**src/sv/elrf_pkg.sv**
```systemverilog
package elrf_pkg;

  localparam int unsigned IdWidth  = 32;
  localparam int unsigned NumCells = 64;

  typedef enum logic [1:0] {
    OP_LOAD  = 2'd0,
    OP_CLEAR = 2'd1,
    OP_EDGE  = 2'd2
  } op_e;

  typedef logic [IdWidth-1:0] id_t;

  // request travelling down the cell chain
  typedef struct packed {
    logic        valid;
    op_e         op;
    id_t         id;
    logic [31:0] row;
    logic [31:0] col;
    logic        hit;     // id matched a stored entry
    logic        stored;  // load already placed in a cell
  } tok_t;

endpackage

```
**src/sv/elrf_cell.sv**
```systemverilog
module elrf_cell import elrf_pkg::*; (
  input  logic clk_i,
  input  logic rst_ni,
  input  tok_t tok_i,
  output tok_t tok_o
);

  logic valid_q, valid_d;
  id_t  id_q;
  tok_t tok_q, tok_d;
  logic hit_here;
  logic store;

  assign hit_here = valid_q && (tok_i.id == id_q);
  assign store    = tok_i.valid && (tok_i.op == OP_LOAD) && !valid_q &&
                    !tok_i.hit && !tok_i.stored;

  always_comb begin
    tok_d   = tok_i;
    valid_d = valid_q;
    if (tok_i.valid) begin
      unique case (tok_i.op)
        OP_LOAD: begin
          tok_d.hit    = tok_i.hit | hit_here;
          tok_d.stored = tok_i.stored | store;
          if (store) begin
            valid_d = 1'b1;
          end
        end
        OP_CLEAR: begin
          valid_d = 1'b0;
        end
        OP_EDGE: begin
          tok_d.hit = tok_i.hit | hit_here;
        end
        default: begin
          tok_d.valid = 1'b0;
        end
      endcase
    end
  end

  always_ff @(posedge clk_i or negedge rst_ni) begin
    if (!rst_ni) begin
      valid_q <= 1'b0;
      tok_q   <= '0;
    end else begin
      valid_q <= valid_d;
      tok_q   <= tok_d;
    end
  end

  always_ff @(posedge clk_i) begin
    if (store) begin
      id_q <= tok_i.id;
    end
  end

  assign tok_o = tok_q;

endmodule

```
**config.mk**
```make
export PLATFORM = sky130hd
export DESIGN_NAME = elrf_cell
export DESIGN_NICKNAME = d
export VERILOG_FILES = /design/src/sv/elrf_pkg.sv /design/src/sv/elrf_cell.sv
export SDC_FILE = /design/constraint.sdc
export NUM_CORES = 1
export LEC_CHECK = 0
export BUFFER_PORTS_ARGS = -buffer_cell sky130_fd_sc_hd__buf_4
export CORE_UTILIZATION = 40
export DETAILED_ROUTE_END_ITERATION = 7
export PLACE_DENSITY = 0.82
export SLEW_MARGIN = 20
export SYNTH_ARGS = -nofsm -noshare
export SYNTH_HDL_FRONTEND = slang
export SYNTH_SLANG_ARGS = --single-unit
```
**constraint.sdc**
```tcl
create_clock -name clk_i -period 1.85 [get_ports clk_i]
set_clock_uncertainty 0.15 [all_clocks]
set_input_delay 0.37 -clock clk_i [delete_from_list [all_inputs] [get_ports clk_i]]
set_output_delay 0.37 -clock clk_i [all_outputs]
set_load 0.02 [all_outputs]
```
==> impl_metrics.ini <==
[status]
status = complete, no violations

[layout]
layout-drive-gt1-share = 0.466
antenna-diode-count = 0
final_cell_mix = 205 x buf_4, 102 x dfrtp_1, 100 x dlygate4sd3_1
finalNetCount = 622
area_growth_pct = 88.3
n_fill_cell = 536
final_common_cell = buf_4

[critical_path]
worstSetupStartpointType = input port
criticalPathCategory = input port to flop
crit_path_end_kind = flop
r2r_start = valid_q$_DFFE_PN0P_
path_max_fanout = 8
r2r_slack_ns = 0.15
required_ns = 1.91
ff2ff_path_depth = 4
arrival_ns = 1.82
critPathLaunch = tok_i[99]

[yosys]
yosys-top-cells-area = dfrtp_1 65%, edfxtp_1 25%, xnor2_1 6.9%, nand4_1 1.1%, nor4_1 0.32%
synth_xor_area_frac = 0.0715
ys_ff_latch = 134
yosysWarnings = 0
synth_seq_area_share = 0.896
synth-simple-area-share = 0.0262
synthAdderAreaFrac = 0
synth_top_family_by_area = XOR/XNOR gates
ys_types = 16
synthCells = 185
synthMuxAreaShare = 0
syn-cell-area_um2 = 3920
yosysTopAreaCellShare = 0.651
synth_compound_area_frac = 0.00606
syn_nets = 288
synth_area_leader_cell = dfrtp_1
syn_avg_cell_area_um2 = 21.2

[power]
vdd_drop_max_mv = 0.675
power_density_nw_per_um2 = 981
leakage_nw = 3.36

[drt]
drc_errors = 0
totalWireLength_mm = 11.4
drt-initial-drc-count = 84
wl_per_cell_um = 17.2
first_pass_iters = 4
ant_nets = 0
vias_per_cell = 4.37
via_count = 2886

[global_route]
grt_max_degree = 66
grt_antenna_before_repair = 0
overflow = 0
track_usage = 0.227
grt_pass1_vias = 3248
grt_pass1_wl_mm = 16.8

[cts]
worstSkewPairLatency_ns = 0.49
clkSinkCount = 134
clkTransAtPathRegs_ns = 0.06
root_buffer = clkbuf_8
cts_tree = yes
ctsLongestPathBuffers = 2
cts_buffers = 17
cts-htree-levels = 4

[timing]
setup-tns-final_ns = 0
fin_hold_ws_ns = 0.0436
period_minus_slack_ns = 1.77
slew_viol_final = 0
fmax_ghz = 0.566
min_period_over_period = 0.955
setup_viol = 0
hold_viol = 0
relSlewSlack = 0.726
rsz0062_at_grt = false
worst_slew_pin_slew_ns = 0.405

[die]
die_area_um2 = 10200
dieHeight_um = 101
core-area_um2 = 9370
ios = 204
num_rows = 35
start_util = 0.418
die_w_um = 101

[worst_hold_path]
hp-class = input port to flop
hold_path_depth = 1
min_from = tok_i[98]

[flow_run]
cap_violations = 0

[place]
hpwl_mm = 6.27
place_congestion = 0.679
port_buffers = 203
[per-stage QoR]
stage / worst slack [ns] / area [um2] / power, mW / std cells / util
2_1_floorplan: 0.102 / 3920 / 3.45 / 185 / -
3_3_place_gp: 0.0990 / 5680 / 3.88 / 522 / 0.606
3_5_place_dp: 0.0641 / 5680 / 3.90 / 522 / 0.606
4_1_cts: 0.0110 / 7270 / 7.24 / 656 / 0.776
5_1_grt: 0.0648 / 7380 / 7.49 / 661 / 0.787
6_report: 0.0825 / 7380 / 7.24 / 661 / 0.787
[kinds of logic after synthesis]
logic type	count (synthesis)
compound gates	3
xor+xnor	32
flops	134
simple gates	16
[state kept, by name, indices dropped and copies added (netlist names)]
name	cells
tok_o	101
id_q	32
valid_q	1
[cells in the mapped netlist]
cell type  instances
dfrtp_1          102
edfxtp_1          32
xnor2_1           31
nand4_1            7
nor4_1             2
a21boi_0           1
a21o_1             1
a31o_1             1
and2b_1            1
nand2b_1           1
nand3_1            1
nand3b_1           1
nor3_1             1
nor4b_1            1
or2_2              1
xor2_1             1
[critical path, stage by stage]
cell and delay, ns:
dlygate4sd3_1 0.54, buf_4 0.16, nor4_4 0.24, and2b_2 0.24, buf_6 0.13, clkbuf_16 0.15
[per-layer routing]
layer / vias up / part of all wire / global-route usage
li1: 1301 / - / -
met5: - / 0 / 0
met2: 139 / 0.55 / 0.427
met3: 18 / 0.072 / 0.0652
met1: 1428 / 0.36 / 0.243
met4: 0 / 0.017 / 0.0758
[path summary, 6_finish.rpt]
path                                        to
min reg2reg                valid_q$_DFFE_PN0P_
max reg2reg                  id_q[0]$_DFFE_PP_
min                        tok_o[98]$_DFF_PN0_
max                          id_q[0]$_DFFE_PP_
max in group asynchronous  tok_o[57]$_DFF_PN0_
min in group asynchronous  tok_o[93]$_DFF_PN0_
[repair_timing]
item                                    CTS  global route
resized for setup                         0             9
hold buffers                            102             0
hold endpoints to repair                235             0
endpoints found under the setup margin    0            33
buffers inserted                          0             5
[where the power goes]
group	switching (mW)	internal, mW	leakage [nW]
Clock	1.26	1.93	0.276
Sequential	0.0479	3.15	1.48
Combinational	0.377	0.469	1.60
Total	1.68	5.55	3.36
[layout make-up]
class	instances	area [um2]	share of cell area
sequential	134	3510	0.476
timing repair buffer	315	2710	0.367
multi-input combinational	51	430	0.0583
clock buffer	18	418	0.0566
tap	129	161	0.0219
clock inverter	14	149	0.0202
(Power assumes the default switching activity.)
